--- src/sv/qah_pkg.sv ---
// ----------------------------------------------------------------------------
// qah_pkg
// Widths and latencies shared by the quadrilateral area datapath.
// ----------------------------------------------------------------------------
package qah_pkg;

   localparam int COORD_W  = 16;
   localparam int DSQ_W    = 2 * COORD_W + 2;
   localparam int LEN_W    = DSQ_W / 2;
   localparam int FAC_W    = LEN_W + 1;
   localparam int PER_W    = LEN_W + 2;
   localparam int SPLIT_W  = FAC_W;
   localparam int M1_W     = PER_W + FAC_W;
   localparam int M2_W     = 2 * FAC_W;
   localparam int PART_W   = M1_W + SPLIT_W;
   localparam int PROD_W   = 2 * ((PART_W + SPLIT_W + 1) / 2);
   localparam int TERM_W   = PROD_W / 2;
   localparam int TOT_W    = TERM_W + 1;
   localparam int AREA_W   = 32;

   localparam int SIDE_LAT = 3 + LEN_W;
   localparam int TRI_LAT  = 4 + TERM_W;
   localparam int PIPE_LAT = SIDE_LAT + TRI_LAT + 1;

endpackage

--- src/sv/qah_side_lane.sv ---
// ----------------------------------------------------------------------------
// qah_side_lane
// Distance between two corners: floor(sqrt(dx*dx + dy*dy)), fully pipelined.
// ----------------------------------------------------------------------------
module qah_side_lane (
   input  logic                      clock,
   input  logic                      en,
   input  logic [qah_pkg::COORD_W-1:0] x1,
   input  logic [qah_pkg::COORD_W-1:0] y1,
   input  logic [qah_pkg::COORD_W-1:0] x2,
   input  logic [qah_pkg::COORD_W-1:0] y2,
   output logic [qah_pkg::LEN_W-1:0]   len
);
   import qah_pkg::*;

   logic [COORD_W-1:0]   dx_ff, dy_ff, dx_in, dy_in;
   logic [2*COORD_W-1:0] sqx_ff, sqy_ff;
   logic [DSQ_W-1:0]     dsq_ff;
   logic [LEN_W+1:0]     rem_ff  [LEN_W];
   logic [LEN_W-1:0]     root_ff [LEN_W];
   logic [DSQ_W-1:0]     rad_ff  [LEN_W];

   always_comb begin
      dx_in = (x1 > x2) ? x1 - x2 : x2 - x1;
      dy_in = (y1 > y2) ? y1 - y2 : y2 - y1;
   end

   always_ff @(posedge clock) begin
      if (en) begin
         dx_ff  <= dx_in;
         dy_ff  <= dy_in;
         sqx_ff <= dx_ff * dx_ff;
         sqy_ff <= dy_ff * dy_ff;
         dsq_ff <= DSQ_W'(sqx_ff) + DSQ_W'(sqy_ff);
      end
   end

   for (genvar k = 0; k < LEN_W; k++) begin : g_sqrt
      logic [LEN_W+1:0] rem_src, rsh, trial, rem_in;
      logic [LEN_W-1:0] root_src, root_in;
      logic [DSQ_W-1:0] rad_src;
      if (k == 0) begin : g_first
         assign rem_src  = '0;
         assign root_src = '0;
         assign rad_src  = dsq_ff;
      end else begin : g_next
         assign rem_src  = rem_ff[k-1];
         assign root_src = root_ff[k-1];
         assign rad_src  = rad_ff[k-1];
      end
      always_comb begin
         rsh   = {rem_src[LEN_W-1:0], rad_src[DSQ_W-1-2*k -: 2]};
         trial = {root_src, 2'b01};
         if (rsh >= trial) begin
            rem_in  = rsh - trial;
            root_in = {root_src[LEN_W-2:0], 1'b1};
         end else begin
            rem_in  = rsh;
            root_in = {root_src[LEN_W-2:0], 1'b0};
         end
      end
      always_ff @(posedge clock) begin
         if (en) begin
            rem_ff[k]  <= rem_in;
            root_ff[k] <= root_in;
            rad_ff[k]  <= rad_src;
         end
      end
   end

   assign len = root_ff[LEN_W-1];

endmodule

--- config.mk ---
export PLATFORM = sky130hd
export DESIGN_NAME = qah_side_lane
export DESIGN_NICKNAME = d
export VERILOG_FILES = /design/src/sv/qah_pkg.sv /design/src/sv/qah_side_lane.sv
export SDC_FILE = /design/constraint.sdc
export NUM_CORES = 2
export LEC_CHECK = 0
export BUFFER_PORTS_ARGS = -buffer_cell sky130_fd_sc_hd__buf_2
export CORE_MARGIN = 2
export CORE_UTILIZATION = 45
export DETAILED_ROUTE_END_ITERATION = 6
export PLACE_DENSITY = 0.66
export SYNTH_ARGS = -nofsm -noshare
export SYNTH_HDL_FRONTEND = slang
export SYNTH_SLANG_ARGS = --single-unit
--- constraint.sdc ---
create_clock -name clock -period 7.8 [get_ports clock]
set_clock_uncertainty 0.2 [all_clocks]
set_input_delay 0.39 -clock clock [delete_from_list [all_inputs] [get_ports clock]]
set_output_delay 0.39 -clock clock [all_outputs]
set_load 0.02 [all_outputs]
# Yosys cells after proc, flatten, opt, wreduce, memory -nomap -nowiden
# Memories as Yosys holds them, arrays and structs flattened.
# Index checks and enable logic that the tools add are counted.
[totals]
n_memories = 3
mem_bits_rw = 1190
latchBits = 0
romBits = 0
reg_bits = 130
output_inout_bits = 17
[classes]
add_sub_neg = 22
mux = 38
mul = 2
div = 0
n_lt_le_gt_ge = 19
n_shift = 0
bitwise_logic = 0
n_eq_ne = 0
n_reduce_logical = 0
[mem_list]
columns = ["memory", "depth", "width", "read_ports", "rd_ports_with_merged_regs", "wr", "line_no", "rtl"]
rows = [
  ["rad_ff", 17, 34, 16, 0, 17, "qah_side_lane.sv:21", "logic [DSQ_W-1:0] rad_ff [LEN_W];"],
  ["rem_ff", 17, 19, 16, 0, 17, "qah_side_lane.sv:19", "logic [LEN_W+1:0] rem_ff [LEN_W];"],
  ["root_ff", 17, 17, 17, 0, 17, "qah_side_lane.sv:20", "logic [LEN_W-1:0] root_ff [LEN_W];"],
]
[ops]
columns = ["cell", "count"]
rows = [
  ["19-bit two-way mux", 17],
  ["19-bit greater-or-equal comparator", 16],
  ["19-bit subtractor", 16],
  ["16-bit by 16-bit multiplier with 32-bit output", 2],
  ["16-bit subtractor", 4],
  ["32-bit by 32-bit adder with 33-bit output", 1],
  ["16-bit greater-than comparator", 2],
  ["16-bit two-way mux", 2],
  ["1-bit two-way mux", 19],
  ["2-bit by 1-bit subtractor with 3-bit output (second input constant)", 1],
  ["2-bit by 1-bit greater-or-equal comparator with 1-bit output (second input constant)", 1],
]

# Logic depth before layout (Yosys ltp)
# An unclocked memory read counts as a cell.
[logic_depth]
depth_word = 3
depth_mapped = 25

# Least setup slack after synthesis
# OpenSTA, ideal clock, no wires.
[synth_timing]
kind = "reg-to-reg"
start = "register dy_ff[4]"
end = "register sqy_ff[28] (data pin)"
setup_time_ns = 0.269
required_time_ns = 7.331
slack_ns = 1.688
t_arrival_ns = 5.644
synth_period_minus_slack_ns = 6.112
path_buffers = 3
stages_incl_launch_ff = 22
cell_sequence = "edfxtp_1 -> clkbuf_1 -> clkbuf_1 -> nand2_1 -> fa_1 -> fa_1 -> inv_1 -> fa_1 -> fa_1 -> fa_1 -> inv_1 -> fa_1 -> inv_1 -> ha_1 -> clkbuf_1 -> a21o_1 -> a21oi_1 -> a22o_1 -> a31oi_1 -> a21oi_1 -> o31ai_1 -> xor2_1"
[synth_between]
elab_chain_cells = 1
[synth_lines]
columns = ["item", "line_no", "rtl"]
rows = [
  ["start: declaration", "qah_side_lane.sv:16", "logic [COORD_W-1:0] dx_ff, dy_ff, dx_in, dy_in;"],
  ["start signal: assignment", "qah_side_lane.sv:31", "dy_ff <= dy_in;"],
  ["16-bit by 16-bit multiplier with 32-bit output", "qah_side_lane.sv:33", "sqy_ff <= dy_ff * dy_ff;"],
  ["end signal: assignment", "qah_side_lane.sv:33", ""],
  ["end: declaration", "qah_side_lane.sv:17", "logic [2*COORD_W-1:0] sqx_ff, sqy_ff;"],
]
# No other way between the ends.
# A chain may end at the register's enable or synchronous reset.

# Worst setup path after layout
[layout_timing]
start = "register dx_ff[3]"
end = "register sqx_ff[26] (data pin)"
[layout_between]
elab_chain_cells = 1
[layout_lines]
columns = ["item", "line_no", "rtl"]
rows = [
  ["start: declaration", "qah_side_lane.sv:16", ""],
  ["start signal: assignment", "qah_side_lane.sv:30", "dx_ff <= dx_in;"],
  ["16-bit by 16-bit multiplier with 32-bit output", "qah_side_lane.sv:32", "sqx_ff <= dx_ff * dx_ff;"],
  ["end signal: assignment", "qah_side_lane.sv:32", ""],
  ["end: declaration", "qah_side_lane.sv:17", ""],
]
# No other way between the ends.

==> impl_metrics.toml <==
[placed_design]
numPortBuffers = 82
hpwl_um = 79100
place_congestion = 0.875

[final_layout]
final_nets = 5726
layout-drive-gt1-share_pct = 6.44
antenna_cells = 0
area_growth_pct = 9.17

[global_routing]
antenna_found_initial = 0
grt_start_max_net_pins = 193
grt_pass1_vias = 34700
grt_usage_pct = 17.1
overflow = 0
grt_first_pass_wirelength_um = 172000

[clocking]
cts_root_buf = "clkbuf_16"
numCtsBuffers = 85
clock_sinks = 800
cts.repair.resized = 0
cts_tree = "built"
ctsHoldBuffers = 2
clock_path_buffers = 3
clock_latency_ns = 0.65
htree_levels = 3
cts_setup_buffers = 0
path_clk_slew_ns = 0.06

[floorplan]
core_mm2 = 0.120
initial_core_util_pct = 45.3
num_rows = 127
die_y_um = 351
dieArea_mm2 = 0.123
die_x_um = 351
io_pins = 83

[routing]
vias = 34100
dr.pass1.iters = 6
drt_wl_total_um = 103000
wl_per_cell_um = 15.8
drt_iter0_markers = 1974
drc_errors = 0
drtAntennaViolNets = 0
via_per_inst = 5.20

[synthesis]
synth_area_mm2 = 0.0542
synth_area_per_cell_um2 = 11.3
yosysWarnings = 0
synth_top_family_by_area = "adder cells"
synth_edf_count = 800
yosysSeqAreaShare_pct = 44.3
yosys.area_share.xor_xnor_pct = 4.59
ys_seq_elements = 800
synthFlopType = "edfxtp_1"
ys_types = 107
synthArstFlopShare_pct = 0
yosys.area_share.simple_pct = 9.50
synthMuxAreaShare_pct = 1.41
synth_cells = 4801
syn-num-nets = 5658
synth-adder-area-share_pct = 22.8
synth_compound_area_share_pct = 10.9

[worst_setup_path]
reg2reg_to = "sqx_ff[26]"
r2r_start = "dx_ff[3]"
crit_end = "sqx_ff[26]"
reg2reg_slack_ns = 1.12
criticalPathCategory = "reg2reg"
required_ns = 8.00
crit_start = "dx_ff[3]"
ff2ff_path_depth = 20
cp-start-kind = "flip-flop"
crit_fanout = 15
worstPathArrival_ns = 6.88
end_kind = "flip-flop"

[sta]
maxSlewViolCount = 0
fmax_mhz = 150
finalSetupViolCount = 0
tightest_slew_ns = 1.12
hold_viol_final = 0
fin_crit_sh_pct = 85.7
slew_headroom_pct = 25.3
setup-tns-final_ns = 0
fin_hold_ws_ns = 0.0250
rsz0062_at_grt = "false"
min_period_ns = 6.68

[min_path]
hold_start = "y2[0]"
holdCritPathClass = "in2reg"

[outcome]
status = "completed"

[run]
cap_viol_max_count = 0
critical path, stage by stage (launching register included):
cell and delay [ns]:
edfxtp_1 0.71, inv_1 0.24, nor2_1 0.23, ha_1 0.28, xor2_1 0.19, fa_1 0.53
inv_1 0.05, fa_1 0.48, fa_1 0.50, fa_1 0.50, inv_1 0.05, fa_1 0.47
inv_1 0.04, ha_1 0.40, nand3_1 0.17, a211oi_1 0.26, a32oi_1 0.13, o21ai_1 0.47
o21ai_0 0.21, nor2b_1 0.18, xnor2_1 0.12
cells in the final DEF (no fill, tap or decap), types with 11 or more instances in the layout:
| cell | netlist | layout |
|---|---|---|
| mux2i_1 | 30 | 30 |
| nand4_1 | 43 | 43 |
| buf_2 | 31 | 81 |
| mux2_2 | 22 | 22 |
| o211ai_1 | 13 | 13 |
| nor2_1 | 214 | 214 |
| fa_1 | 328 | 328 |
| o21bai_1 | 26 | 26 |
| xnor2_1 | 163 | 163 |
| nand3_1 | 58 | 58 |
| inv_1 | 801 | 801 |
| o21a_1 | 75 | 75 |
| nor2b_1 | 52 | 52 |
| nor4_1 | 22 | 22 |
| or4_1 | 13 | 13 |
| bufinv_16 | 0 | 12 |
| a211oi_1 | 31 | 31 |
| a21boi_0 | 11 | 11 |
| a31oi_1 | 31 | 31 |
| o21ai_0 | 151 | 151 |
| nand2_1 | 349 | 349 |
| o21ai_1 | 48 | 48 |
| and3_1 | 13 | 13 |
| ha_1 | 463 | 463 |
| xor2_1 | 121 | 121 |
| nand2b_1 | 31 | 31 |
| o31ai_1 | 30 | 30 |
| mux2_1 | 19 | 19 |
| or2_2 | 14 | 14 |
| and2_1 | 90 | 90 |
| clkbuf_1 | 74 | 16 |
| a21oi_1 | 247 | 247 |
| clkbuf_16 | 0 | 90 |
| nor3_1 | 50 | 50 |
| clkinv_1 | 0 | 16 |
| a21o_1 | 105 | 105 |
| edfxtp_1 | 800 | 800 |
| or3_1 | 34 | 34 |
logic make-up (layout without fill, tap and decap cells):
family,Yosys count,after routing
and+or+nand+nor,1035,1035
other,1,1
AOI/OAI and AO/OA,897,897
adders and majority gates,791,791
xor gates and xnor gates,284,284
buffers and inverters,922,1058
muxes,71,71
DFF,800,800
cell type report:
cell class	count	area [um2]
Fill cell	10700	60600
Multi-Input combinational cell	3079	26700
Sequential cell	800	24000
Inverter	806	3030
Clock buffer	106	2310
Tap cell	1612	2020
Timing Repair Buffer	97	588
Clock inverter	49	583
flip-flops by register name, indices dropped and copies added, names as in the netlist:
name	cells
dsq_ff	33
sqx_ff	31
rem_ff	248
dy_ff	16
rad_ff	287
sqy_ff	31
dx_ff	16
root_ff	138
cells in the mapped netlist (all sizes together) (13+ instances only):
cell type	count	area, um2
a211oi	33	258
a21boi	17	128
a21o	105	788
a21oi	250	1260
a31oi	31	194
and2	91	572
and3	13	81.3
buf	42	250
clkbuf	74	278
edfxtp	800	24000
fa	328	6570
ha	463	5790
inv	806	3030
mux2	41	462
mux2i	30	300
nand2	352	1330
nand2b	31	194
nand3	59	300
nand4	43	269
nor2	215	810
nor2b	52	325
nor3	53	287
nor4	26	205
o211ai	15	140
o21a	75	563
o21ai	199	996
o21bai	26	195
o31ai	34	284
or2	14	87.6
or3	35	224
or4	14	109
xnor2	163	1430
xor2	121	1060
stage by stage:
stage | setup slack (ns) | area, um2 | util, % | instances
after floorplan | 1.69 | 54200 | - | 4801
after global placement | 1.30 | 56300 | 47.0 | 6392
after detailed placement | 1.13 | 56300 | 47.0 | 6392
after CTS | 1.08 | 59200 | 49.4 | 6549
after global routing | 0.647 | 59200 | 49.4 | 6549
final | 1.12 | 59200 | 49.4 | 6549
worst min-delay path by stage:
stage                     endpoint  depth (start not counted)
global placement     rad_ff[0][50]                          0
global route              dy_ff[0]                          3
CTS                       dy_ff[0]                          3
floorplan             rad_ff[0][0]                          0
finish                    dy_ff[0]                          3
detailed placement  rad_ff[0][110]                          0
layer usage:
metal / vias to the layer above / GRT usage, % / part of all wire [%]
met1: 16600 / 20.3 / 41
met2: 575 / 32.0 / 53
met5: - / 0 / 0
met3: 170 / 2.21 / 3.3
met4: 0 / 4.99 / 2.7
li1: 16700 / - / -
Power is left out: the tool's default activity adds up to more than one toggle a clock period on the data nets, which glitch-free logic cannot reach.
